## config.mk

```make
export PLATFORM = sky130hd
export DESIGN_NAME = sha256_stream_hasher_top
export DESIGN_NICKNAME = d
export VERILOG_FILES = /design/src/sv/sha_pkg.sv /design/src/sv/sha_dp.sv /design/src/sv/sha_ctrl.sv /design/src/sv/sha256_stream_hasher_top.sv
export VERILOG_INCLUDE_DIRS = /design/src /design/src/sv
export SDC_FILE = /design/constraint.sdc
export NUM_CORES = 2
export LEC_CHECK = 0
export BUFFER_PORTS_ARGS = -buffer_cell sky130_fd_sc_hd__buf_2
export CAP_MARGIN = 20
export CORE_UTILIZATION = 65
export CTS_BUF_LIST = sky130_fd_sc_hd__clkbuf_16
export CTS_CLUSTER_SIZE = 40
export DETAILED_ROUTE_END_ITERATION = 8
export HOLD_SLACK_MARGIN = 0.08
export PLACE_DENSITY_LB_ADDON = 0.1
export SLEW_MARGIN = 20
export SYNTH_ARGS = -nofsm -noshare
export SYNTH_HDL_FRONTEND = slang
export SYNTH_SLANG_ARGS = --single-unit
```

## constraint.sdc

```tcl
create_clock -name clk -period 16.5 [get_ports clk]
set_input_delay 2.475 -clock clk [delete_from_list [all_inputs] [get_ports clk]]
set_output_delay 2.475 -clock clk [all_outputs]
set_load 0.01 [all_outputs]
```

## src/sv/sha256_stream_hasher_top_assert.svh

```systemverilog
// Assertion macros shared by the hasher modules.
`ifndef SHA256_STREAM_HASHER_TOP_ASSERT_SVH
`define SHA256_STREAM_HASHER_TOP_ASSERT_SVH
// Implication checked on every clock edge outside reset.
`define SHA_ASSERT_IMP(label, clk, rst_n, ante, cons, msg) \
	label: assert property (@(posedge clk) disable iff (!rst_n) (ante) |-> (cons)) \
		else $error(msg);
// Next-cycle implication checked outside reset.
`define SHA_ASSERT_NEXT(label, clk, rst_n, ante, cons, msg) \
	label: assert property (@(posedge clk) disable iff (!rst_n) (ante) |=> (cons)) \
		else $error(msg);
`endif

```

## src/sv/sha_pkg.sv

```systemverilog
// Package: SHA-256 constants, command and status types, and helper functions.
`timescale 1ns / 1ps
package sha_pkg;
	localparam int unsigned WordW = 32;
	localparam int unsigned BlockBytes = 64;
	localparam int unsigned Rounds = 64;
	localparam logic [7:0] PadByte = 8'h80;

	typedef logic [WordW-1:0] word_t;

	localparam word_t InitHash [8] = '{
		32'h6a09e667, 32'hbb67ae85, 32'h3c6ef372, 32'ha54ff53a,
		32'h510e527f, 32'h9b05688c, 32'h1f83d9ab, 32'h5be0cd19};

	localparam word_t RoundConst [64] = '{
		32'h428a2f98, 32'h71374491, 32'hb5c0fbcf, 32'he9b5dba5, 32'h3956c25b, 32'h59f111f1,
		32'h923f82a4, 32'hab1c5ed5, 32'hd807aa98, 32'h12835b01, 32'h243185be, 32'h550c7dc3,
		32'h72be5d74, 32'h80deb1fe, 32'h9bdc06a7, 32'hc19bf174, 32'he49b69c1, 32'hefbe4786,
		32'h0fc19dc6, 32'h240ca1cc, 32'h2de92c6f, 32'h4a7484aa, 32'h5cb0a9dc, 32'h76f988da,
		32'h983e5152, 32'ha831c66d, 32'hb00327c8, 32'hbf597fc7, 32'hc6e00bf3, 32'hd5a79147,
		32'h06ca6351, 32'h14292967, 32'h27b70a85, 32'h2e1b2138, 32'h4d2c6dfc, 32'h53380d13,
		32'h650a7354, 32'h766a0abb, 32'h81c2c92e, 32'h92722c85, 32'ha2bfe8a1, 32'ha81a664b,
		32'hc24b8b70, 32'hc76c51a3, 32'hd192e819, 32'hd6990624, 32'hf40e3585, 32'h106aa070,
		32'h19a4c116, 32'h1e376c08, 32'h2748774c, 32'h34b0bcb5, 32'h391c0cb3, 32'h4ed8aa4a,
		32'h5b9cca4f, 32'h682e6ff3, 32'h748f82ee, 32'h78a5636f, 32'h84c87814, 32'h8cc70208,
		32'h90befffa, 32'ha4506ceb, 32'hbef9a3f7, 32'hc67178f2};

	// byte write sources
	localparam logic [1:0] SrcMsg = 2'd0;
	localparam logic [1:0] SrcPad = 2'd1;
	localparam logic [1:0] SrcZero = 2'd2;
	localparam logic [1:0] SrcLen = 2'd3;

	typedef struct packed {
		logic       wr_en;       // write one byte at pos
		logic [1:0] wr_src;
		logic       cnt_bump;    // add 8 to bit length
		logic       cmp_start;   // begin compression of buffer
		logic       reinit;      // restore initial hash and lengths
		logic       pos_clear;   // pos back to zero
	} sha_cmd_t;

	typedef struct packed {
		logic [5:0] pos;
		logic       cmp_busy;
		logic       cmp_done;
	} sha_sts_t;

	function automatic word_t rotr(input word_t x, input int unsigned n);
		rotr = (x >> n) | (x << (WordW - n));
	endfunction

	function automatic word_t sig0(input word_t x);
		sig0 = rotr(x, 7) ^ rotr(x, 18) ^ (x >> 3);
	endfunction

	function automatic word_t sig1(input word_t x);
		sig1 = rotr(x, 17) ^ rotr(x, 19) ^ (x >> 10);
	endfunction
endpackage

```

## src/sv/sha_dp.sv

```systemverilog
// Datapath: block buffer, bit length, message schedule and one-round-per-cycle compressor.
`timescale 1ns / 1ps
module sha_dp (
	input  logic              clk,
	input  logic              arst_n,
	input  sha_pkg::sha_cmd_t cmd,
	input  logic [7:0]        msg_byte,
	input  logic [2:0]        rd_idx,
	output sha_pkg::word_t    rd_word,
	output sha_pkg::sha_sts_t sts
);
	import sha_pkg::*;

	logic [5:0]  pos_q;
	logic [63:0] bits_q;
	word_t       h_q [8];
	word_t       v_q [8];
	word_t       w_q [16];
	logic [5:0]  rnd_q;
	logic        busy_q;
	logic        done_q;
	logic [7:0]  wr_data;
	word_t       t1, t2, wt, wnew;
	logic [2:0]  len_sel;

	assign len_sel = 3'(~pos_q[2:0]);

	always_comb begin
		unique case (cmd.wr_src)
			SrcMsg:  wr_data = msg_byte;
			SrcPad:  wr_data = PadByte;
			SrcZero: wr_data = 8'h00;
			SrcLen:  wr_data = bits_q[{len_sel, 3'b000} +: 8];
			default: wr_data = 8'h00;
		endcase
	end

	// schedule window: w_q[0] is W[t]
	assign wt = w_q[0];
	assign wnew = sig1(w_q[14]) + w_q[9] + sig0(w_q[1]) + w_q[0];
	assign t1 = v_q[7] + (rotr(v_q[4], 6) ^ rotr(v_q[4], 11) ^ rotr(v_q[4], 25))
		+ ((v_q[4] & v_q[5]) ^ (~v_q[4] & v_q[6])) + RoundConst[rnd_q] + wt;
	assign t2 = (rotr(v_q[0], 2) ^ rotr(v_q[0], 13) ^ rotr(v_q[0], 22))
		+ ((v_q[0] & v_q[1]) ^ (v_q[0] & v_q[2]) ^ (v_q[1] & v_q[2]));

	always_ff @(posedge clk or negedge arst_n) begin
		if (!arst_n) begin
			pos_q <= '0;
			bits_q <= '0;
			rnd_q <= '0;
			busy_q <= 1'b0;
			done_q <= 1'b0;
			for (int i = 0; i < 8; i++) h_q[i] <= InitHash[i];
		end else begin
			done_q <= busy_q && !cmd.cmp_start && (rnd_q == 6'(Rounds - 1));
			if (cmd.pos_clear)
				pos_q <= '0;
			else if (cmd.wr_en)
				pos_q <= pos_q + 6'd1;
			if (cmd.cnt_bump)
				bits_q <= bits_q + 64'd8;
			if (cmd.reinit) begin
				bits_q <= '0;
				pos_q <= '0;
				for (int i = 0; i < 8; i++) h_q[i] <= InitHash[i];
			end
			if (cmd.cmp_start) begin
				busy_q <= 1'b1;
				rnd_q <= '0;
			end else if (busy_q) begin
				rnd_q <= rnd_q + 6'd1;
				if (rnd_q == 6'(Rounds - 1)) begin
					busy_q <= 1'b0;
					h_q[0] <= h_q[0] + t1 + t2;
					h_q[1] <= h_q[1] + v_q[0];
					h_q[2] <= h_q[2] + v_q[1];
					h_q[3] <= h_q[3] + v_q[2];
					h_q[4] <= h_q[4] + v_q[3] + t1;
					h_q[5] <= h_q[5] + v_q[4];
					h_q[6] <= h_q[6] + v_q[5];
					h_q[7] <= h_q[7] + v_q[6];
				end
			end
		end
	end

	always_ff @(posedge clk) begin
		if (cmd.cmp_start) begin
			for (int i = 0; i < 8; i++) v_q[i] <= h_q[i];
		end else if (busy_q) begin
			v_q[7] <= v_q[6]; v_q[6] <= v_q[5]; v_q[5] <= v_q[4];
			v_q[4] <= v_q[3] + t1;
			v_q[3] <= v_q[2]; v_q[2] <= v_q[1]; v_q[1] <= v_q[0];
			v_q[0] <= t1 + t2;
		end
		// fill shifts bytes in from the bottom; after 64 bytes byte 0 sits in w_q[0][31:24]
		if (cmd.wr_en) begin
			for (int i = 0; i < 15; i++) w_q[i] <= {w_q[i][23:0], w_q[i+1][31:24]};
			w_q[15] <= {w_q[15][23:0], wr_data};
		end else if (busy_q) begin
			for (int i = 0; i < 15; i++) w_q[i] <= w_q[i+1];
			w_q[15] <= wnew;
		end
	end

	assign rd_word = h_q[rd_idx];
	assign sts.pos = pos_q;
	assign sts.cmp_busy = busy_q;
	assign sts.cmp_done = done_q;

	`include "sha256_stream_hasher_top_assert.svh"
	`SHA_ASSERT_IMP(a_no_start_busy, clk, arst_n, cmd.cmp_start, !busy_q,
		"compression started while busy")
	`SHA_ASSERT_NEXT(a_done_pulse, clk, arst_n, done_q, !done_q,
		"done held more than one cycle")
	`SHA_ASSERT_IMP(a_no_wr_busy, clk, arst_n, busy_q, !cmd.wr_en,
		"buffer written during compression")
endmodule

```

## src/sv/sha_ctrl.sv

```systemverilog
// Controller: input handshake, padding sequence, compression launch and digest output.
`timescale 1ns / 1ps
module sha_ctrl (
	input  logic              clk,
	input  logic              arst_n,
	input  logic              in_valid,
	output logic              in_ready,
	input  logic              byte_present,
	input  logic              end_of_message,
	input  sha_pkg::sha_sts_t sts,
	output sha_pkg::sha_cmd_t cmd,
	output logic              out_valid,
	input  logic              out_ready,
	output logic [2:0]        out_idx
);
	import sha_pkg::*;

	localparam logic [2:0] StIdle = 3'd0;
	localparam logic [2:0] StCmp = 3'd1;
	localparam logic [2:0] StPad = 3'd2;
	localparam logic [2:0] StZero = 3'd3;
	localparam logic [2:0] StLen = 3'd4;
	localparam logic [2:0] StOut = 3'd5;

	logic [2:0] state_q;
	logic       fin_q;    // compression belongs to the closing sequence
	logic       last_q;   // compression is the final block
	logic       pad_q;    // pad byte already written
	logic [2:0] idx_q;
	logic       acc;

	assign in_ready = (state_q == StIdle);
	assign acc = in_valid && in_ready;
	assign out_valid = (state_q == StOut);
	assign out_idx = idx_q;

	always_comb begin
		cmd = '0;
		unique case (state_q)
			StIdle: begin
				if (acc && byte_present) begin
					cmd.wr_en = 1'b1;
					cmd.wr_src = SrcMsg;
					cmd.cnt_bump = 1'b1;
					cmd.cmp_start = (sts.pos == 6'd63);
				end
			end
			StPad: begin
				cmd.wr_en = 1'b1;
				cmd.wr_src = SrcPad;
				cmd.cmp_start = (sts.pos == 6'd63);
			end
			StZero: begin
				cmd.wr_en = 1'b1;
				cmd.wr_src = SrcZero;
				// block full: compress and restart fill
				cmd.cmp_start = (sts.pos == 6'd63);
			end
			StLen: begin
				cmd.wr_en = 1'b1;
				cmd.wr_src = SrcLen;
				cmd.cmp_start = (sts.pos == 6'd63);
			end
			StOut: cmd.reinit = out_ready && (idx_q == 3'd7);
			default: ;
		endcase
	end

	always_ff @(posedge clk or negedge arst_n) begin
		if (!arst_n) begin
			state_q <= StIdle;
			fin_q <= 1'b0;
			last_q <= 1'b0;
			pad_q <= 1'b0;
			idx_q <= '0;
		end else begin
			unique case (state_q)
				StIdle: if (acc) begin
					fin_q <= end_of_message;
					last_q <= 1'b0;
					pad_q <= 1'b0;
					if (byte_present && sts.pos == 6'd63)
						state_q <= StCmp;
					else if (end_of_message)
						state_q <= StPad;
				end
				StCmp: if (sts.cmp_done) begin
					if (last_q) begin
						idx_q <= '0;
						state_q <= StOut;
					end else if (fin_q) begin
						state_q <= pad_q ? StZero : StPad;
					end else begin
						state_q <= StIdle;
					end
				end
				StPad: begin
					pad_q <= 1'b1;
					if (sts.pos == 6'd63) state_q <= StCmp;
					else if (sts.pos == 6'd55) state_q <= StLen;
					else state_q <= StZero;
				end
				StZero: begin
					if (sts.pos == 6'd63) state_q <= StCmp;
					else if (sts.pos == 6'd55) state_q <= StLen;
				end
				StLen: if (sts.pos == 6'd63) begin
					last_q <= 1'b1;
					state_q <= StCmp;
				end
				StOut: if (out_ready) begin
					idx_q <= idx_q + 3'd1;
					if (idx_q == 3'd7) state_q <= StIdle;
				end
				default: state_q <= StIdle;
			endcase
		end
	end

	`include "sha256_stream_hasher_top_assert.svh"
	`SHA_ASSERT_IMP(a_out_no_busy, clk, arst_n, out_valid, !sts.cmp_busy,
		"digest shown during compression")
	`SHA_ASSERT_IMP(a_len_pos, clk, arst_n, state_q == StLen, sts.pos >= 6'd56,
		"length written outside its slot")
	`SHA_ASSERT_NEXT(a_out_hold, clk, arst_n, out_valid && !out_ready, out_valid,
		"digest item dropped while stalled")
endmodule

```

## src/sv/sha256_stream_hasher_top.sv

```systemverilog
// Top level: streaming SHA-256 hasher.
`timescale 1ns / 1ps
// Takes one message byte per item (tlast closes the message) and returns the eight
// digest words H0..H7 as eight items. The 64th byte of a block starts a 64-round
// compression (one round per cycle in the datapath) that holds off the input until
// it is done. Closing a message writes padding one byte a cycle between compressions
// (at most 72 writes, with one or two compressions), then the words are shown one
// per cycle while tready.
module sha256_stream_hasher_top (
	input  logic        clk,
	input  logic        arst_n,
	input  logic        s_tvalid,
	output logic        s_tready,
	input  logic [7:0]  s_tdata,   // [7:0] msg_byte
	input  logic        s_tuser,   // byte_present
	input  logic        s_tlast,   // end_of_message
	output logic        m_tvalid,
	input  logic        m_tready,
	output logic [39:0] m_tdata,   // [31:0] digest_word, [34:32] word_index, zero fill
	output logic        m_tlast    // last_word
);
	import sha_pkg::*;

	sha_cmd_t   cmd;
	sha_sts_t   sts;
	logic [2:0] idx;
	word_t      word;

	sha_ctrl u_ctrl (
		.clk, .arst_n,
		.in_valid(s_tvalid), .in_ready(s_tready),
		.byte_present(s_tuser), .end_of_message(s_tlast),
		.sts, .cmd,
		.out_valid(m_tvalid), .out_ready(m_tready), .out_idx(idx)
	);

	sha_dp u_dp (
		.clk, .arst_n, .cmd, .msg_byte(s_tdata),
		.rd_idx(idx), .rd_word(word), .sts
	);

	assign m_tdata = {5'b0, idx, word};
	assign m_tlast = (idx == 3'd7);
endmodule

```

# --- Word level (Yosys, flattened, before mapping) ---
# Memories as Yosys holds them, arrays and structs flattened.
# Index checks and enable logic that the tools add are counted.
# W data, S select, Z words.
op_classes:
  add_sub_neg: 24
  n_lt_le_gt_ge: 2
  n_eq_ne: 20
  shift: 1
  mux: 80
  n_bitwise: 54
  n_reduce_logical: 21
op_table:
  columns: ["cell", "count"]
  rows:
  - ["$mux W256", 4]
  - ["$mux W32", 28]
  - ["$add A32 B32 Y32", 20]
  - ["$xor A32 B32 Y32", 9]
  - ["$and A32 B32 Y32", 5]
  - ["$mux W64", 2]
  - ["$bmux W32 S3", 1]
  - ["$add A64 B4 Y64 const B", 1]
  - ["$shiftx A64 B7 Y8", 1]
  - ["$mux W3", 16]
  - ["$not A32 Y32", 1]
  - ["$or A10 B32 Y32", 1]
  - ["$or A13 B32 Y32", 1]
  - ["$or A14 B32 Y32", 1]
  - ["$or A15 B32 Y32", 1]
  - ["$or A19 B32 Y32", 1]
  - ["$or A21 B32 Y32", 1]
  - ["$or A25 B32 Y32", 1]
  - ["$or A26 B32 Y32", 1]
  - ["$or A30 B32 Y32", 1]
  - ["$or A7 B32 Y32", 1]
  - ["$pmux W8 S4", 1]
  - ["$xor A32 B22 Y32", 1]
  - ["$xor A32 B29 Y32", 1]
  - ["other kinds (35)", 101]
word_totals:
  register_bits: 343
  ram_bits: 768
  romBits: 2048
  input_bits: 14
  output_inout_bits: 43
  elab_cells: 223
  memories: 3
memory_table:
  columns: ["memory", "depth", "width", "read_ports", "rd_ports_with_merged_regs", "write_ports", "line", "source"]
  rows:
  - ["(no name shown)", 64, 32, 1, 0, 0, "sha_dp.sv:42", "+ ((v_q[4] & v_q[5]) ^ (~v_q[4] & v_q[6])) + RoundConst[rnd_q] + wt;"]
  - ["u_dp.w_q", 16, 32, 16, 0, 16, "sha_dp.sv:18", "word_t w_q [16];"]
  - ["u_dp.v_q", 8, 32, 8, 0, 8, "sha_dp.sv:17", "word_t v_q [8];"]

# --- Depth between registers and ports, before layout ---
# An unclocked memory read counts as a cell.
logic_depth:
  ltp_word: 13
  depth_mapped: 42
  ltp_nobuf: 40

# --- Hierarchy ---
# Synthesis repeated with hierarchy kept, for this count alone.
unflattened:
  hier_cells: 7091
  hier_area_um2: 77693.3
modules_own_cells:
  columns: ["mod", "instances", "cells_each", "area_per_inst_um2", "seq_area_each_um2"]
  rows:
  - ["sha_dp", 1, 6992, 76848.7, 31515.2]
  - ["sha_ctrl", 1, 92, 797.0, 225.2]
  - ["sha256_stream_hasher_top", 1, 7, 47.5, 0.0]

# --- Least setup slack after synthesis ---
# Ideal clock, no wire load.
synth_path:
  kind: "in2reg"
  start: "input s_tvalid"
  end: "memory u_dp.w_q[0][0] (netlist name) (enable)"
  setup_ns: 0.971
  arrival_time_ns: 14.794
  required_time_ns: 15.529
  slack_ns: 0.735
  path_stages: 5
  path_buffers: 2
  path_cell_list: "a21oi_1 > o31a_1 > clkbuf_1 > clkbuf_1 > nand2b_1"
synth_rtl:
  columns: ["item", "line", "source"]
  rows:
  - ["start: declaration", "sha256_stream_hasher_top.sv:12", "input logic s_tvalid,"]
  - ["end: declaration", "sha_dp.sv:18", null]

# --- Worst setup path after layout ---
layout_path:
  start: "register u_dp.rnd_q[1]"
  end: "register u_dp.h_q[126] (netlist name)"
layout_between:
  elab_chain_len: 10
  elab_cells_between_ends: 11
  classes_between: "add/sub: 3; eq/ne: 1; mux: 5; bitwise: 1; memory: 1"
layout_lines:
  columns: ["item", "line", "source"]
  rows:
  - ["start: declaration", "sha_dp.sv:19", "logic [5:0] rnd_q;"]
  - ["start signal: assignment", "sha_dp.sv:71", "rnd_q <= rnd_q + 6'd1;"]
  - ["$not A6 Y7 (not written as such)", "sha_dp.sv:42", null]
  - ["$mem_v2 Z64 W32", null, null]
  - ["$mux W32 (not written as such) (2 in a row)", "sha_dp.sv:42", null]
  - ["$add A32 B32 Y32 (2 in a row)", "sha_dp.sv:42", null]
  - ["$add A32 B32 Y32", "sha_dp.sv:78", "h_q[4] <= h_q[4] + v_q[3] + t1;"]
  - ["$mux W256 (*)", "sha_dp.sv:72", "if (rnd_q == 6'(Rounds - 1)) begin"]
  - ["$mux W256 (*)", "sha_dp.sv:70", "end else if (busy_q) begin"]
  - ["$mux W256 (*)", "sha_dp.sv:67", "if (cmd.cmp_start) begin"]
  - ["end: declaration", "sha_dp.sv:16", "word_t h_q [8];"]
# Mark *: on every way between the ends. The rest lies on a longest branch, timed or not. The select of a mux whose other input is x is not followed.
# A chain may end at the register's enable or synchronous reset.

==> out/qor.txt <==
DR iter-0 viols = 7,027
CP Capture Type = flip-flop
Via density = 6.573
post-route ant nets = 0
area of the mapped netlist = 0.07763 sq mm
post-route setup TNS = 0 ns
Avg Cell Area, Syn = 10.50 sq um
measured slew at the worst slew-check pin = 1.179 ns
Core Area = 0.1182 sq mm
clock latency on the worst-skew pair = 0.76 ns
ys async rst share = 30.69%
Area Growth Syn to Fin = 6.549%
Hold-fix buffers, CTS = 0
Reg clk slew, reported paths = 0.06 ns
required time worst endpoint = 17.17 ns
warnings from Yosys = 0
status = complete, no violations
Final #Nets = 7,903
postcts setup bufs = 0
total vias in the final route = 58,320
final worst slack = 5.485 ns
root buf cell = clkbuf_16
Setup Crit Path Kind = reg -> reg
max incr delay on CP = 0.73 ns
RR Endpoint = u_dp.h_q[126]
Die X = 347.6 um
post-synth cell types = 100
Top-Level Pins = 57
Crit Path Max Fanout = 17
clk sinks = 1,108
Tightest Hold Check Type = reg -> reg
vias in the first global route = 55,340
Synth Register Bits = 1,108
Initial Utilization = 65.66%
post-synth top area share = 29.71%
wire length per cell = 25.57 um
DRC viols = 0
Synth Instances = 7,391
share of layout cells above drive strength 1 = 15.63%
Max clock buf depth = 3
Crit-path slowest cell = dfrtp_1
Hold Path End = u_dp.h_q[95]
Synth area leader = edfxtp_1
maxcap violations = 0
R2R cell count = 32
sequential share of the synthesized area = 40.89%
drt first pass iters = 6
cts repair resizes = 0
RD Place Congestion = 1.005
crit start category = flip-flop
Multi-input gate area = 0.04310 sq mm
Max-slew headroom = 21.39%
Total Wirelength = 226,900 um
CTS H-Tree Depth = 3
antenna cells = 0
IO buf count = 51
Congestion Overflow GR = 0
WP buf/inv = 4
fmax = 90.79 MHz
DP Worst Slack = 5.886 ns
initial antenna violation count = 9
most used cell, CP = fa_1
pin count of the biggest net entering global routing = 202
die area = 0.1208 sq mm
Final Max Tran Viols = 0
Post-synth EDFFs = 768
setup violators final = 0
first-pass GRT wire length = 342,000 um
worst r2r src = u_dp.rnd_q[1]
Final Cycle Share = 66.76%
number of fill cells = 8,801
Most used DFF post-synth = edfxtp_1
gr usage total = 37.39%
hold_sp = u_dp.h_q[95]
unrepaired setup endpoints after global routing = no
post-DP HPWL = 165,200 um
Reg area = 0.03176 sq mm
Hold WS = 0.4938 ns
final hold violation count = 0
num rows = 126
Clock Skew = 0.03630 ns
worst hold path depth = 2
cts bufs inserted = 120
Synth area leaders = edfxtp_1 (30%), mux2_2 (8.3%), ha_1 (6.8%)
CTS tree = built
Worst path top cell family by delay = compound AO/OA/AOI/OAI gates
Crit path arrival time = 11.69 ns
Die Y = 347.6 um
r2r setup slk = 5.49 ns
Final min period = 11.01 ns
cell usage after synthesis (31+ instances only):
cell and n:
a211oi_1 48, a21o_1 181, a21oi_1 460, a31oi_1 59
and3_1 47, buf_1 33, clkbuf_1 334, dfrtp_1 204
dfstp_2 136, edfxtp_1 768, fa_1 227, ha_1 424
inv_1 357, maj3_1 31, mux2_2 574, mux4_2 89
nand2_1 856, nand2b_1 89, nand3_1 195, nor2_1 335
nor2b_1 58, nor3_1 142, o21a_1 67, o21ai_0 546
o21bai_1 50, o31ai_1 38, xnor2_1 416, xor2_1 240
final cells by class:
| class | instances | area share (%) |
|---|---|---|
| clock buffers | 121 | 3.661 |
| clock inverters | 100 | 0.9122 |
| inverters | 360 | 1.640 |
| multi-input cells | 5534 | 52.11 |
| flip-flops and latches | 1108 | 38.39 |
| well taps | 1536 | 2.324 |
| repair buffers | 114 | 0.9621 |
worst register-to-register path: cells and delay by family, from the launching register on:
kind            cells  cell delay [ns]
simple gates        6             1.35
flops               1             0.73
compound gates     13             4.16
fa+ha+maj           7             3.22
buf+inv             4             1.02
xor+xnor            2             0.51
state kept, by name, summed over array words and instances (netlist names), 3 cells and up:
register,flops
u_dp.h_q,256
u_ctrl.state_q,3
u_dp.w_q,512
u_ctrl.out_idx,3
u_dp.pos_q,6
u_dp.rnd_q,6
u_dp.bits_q,61
u_dp.v_q,256
how the worst max path moves through the flow:
stage             startpoint             end  slack, ns  depth (start not counted)
2_1_floorplan       s_tvalid  u_dp.w_q[0][0]       0.73                          5
3_3_place_gp   u_dp.rnd_q[1]   u_dp.h_q[254]       5.98                         37
3_5_place_dp   u_dp.rnd_q[1]   u_dp.h_q[254]       5.89                         37
4_1_cts        u_dp.rnd_q[1]   u_dp.h_q[254]       5.85                         37
5_1_grt        u_dp.rnd_q[1]   u_dp.h_q[255]       5.01                         33
6_report       u_dp.rnd_q[1]   u_dp.h_q[126]       5.49                         32
logic make-up after synthesis:
kind of cell,count (synthesis),synth area share [%]
AOI/OAI and AO/OA,1651,12.96
xor gates and xnor gates,658,7.451
adders and majority gates,682,13.09
buffers and inverters,753,3.702
DFF,1108,40.89
muxes,680,11.13
other,1,0.004831
and+or+nand+nor,1858,10.78
per-layer routing:
layer  GRT usage, %  share of wire (%)  up-vias
met4          11.05                3.2        6
met1          56.86                 44    29040
met2          53.36                 42     2733
met3          8.437                 11      387
li1               -                  -    26150
met5              0              0.016        -
stage by stage:
| step | util (%) | instance area [sq um] | instances |
|---|---|---|---|
| 2_1_floorplan | - | 77640 | 7395 |
| 3_5_place_dp | 66.75 | 78920 | 8652 |
| 4_1_cts | 69.95 | 82700 | 8873 |
| 5_1_grt | 69.95 | 82710 | 8873 |
| 6_report | 69.95 | 82710 | 8873 |
| 3_3_place_gp | 66.75 | 78920 | 8652 |
cells in the final DEF, fill, tap and decap left out, types with 136 or more instances in the layout:
master    netlist  final
a21oi_1       460    459
o21ai_0       546    545
nand2_1       856    854
nor3_1        142    142
dfstp_2       136    136
inv_1         357    388
edfxtp_1      768    768
mux2_2        574    574
nand3_1       195    195
a21o_1        181    181
xnor2_1       416    416
xor2_1        240    240
dfrtp_1       204    198
ha_1          424    424
fa_1          227    227
nor2_1        335    334
Power is not shown: default switching activity piles up to over one toggle a cycle in this logic, so the estimate is an artifact.
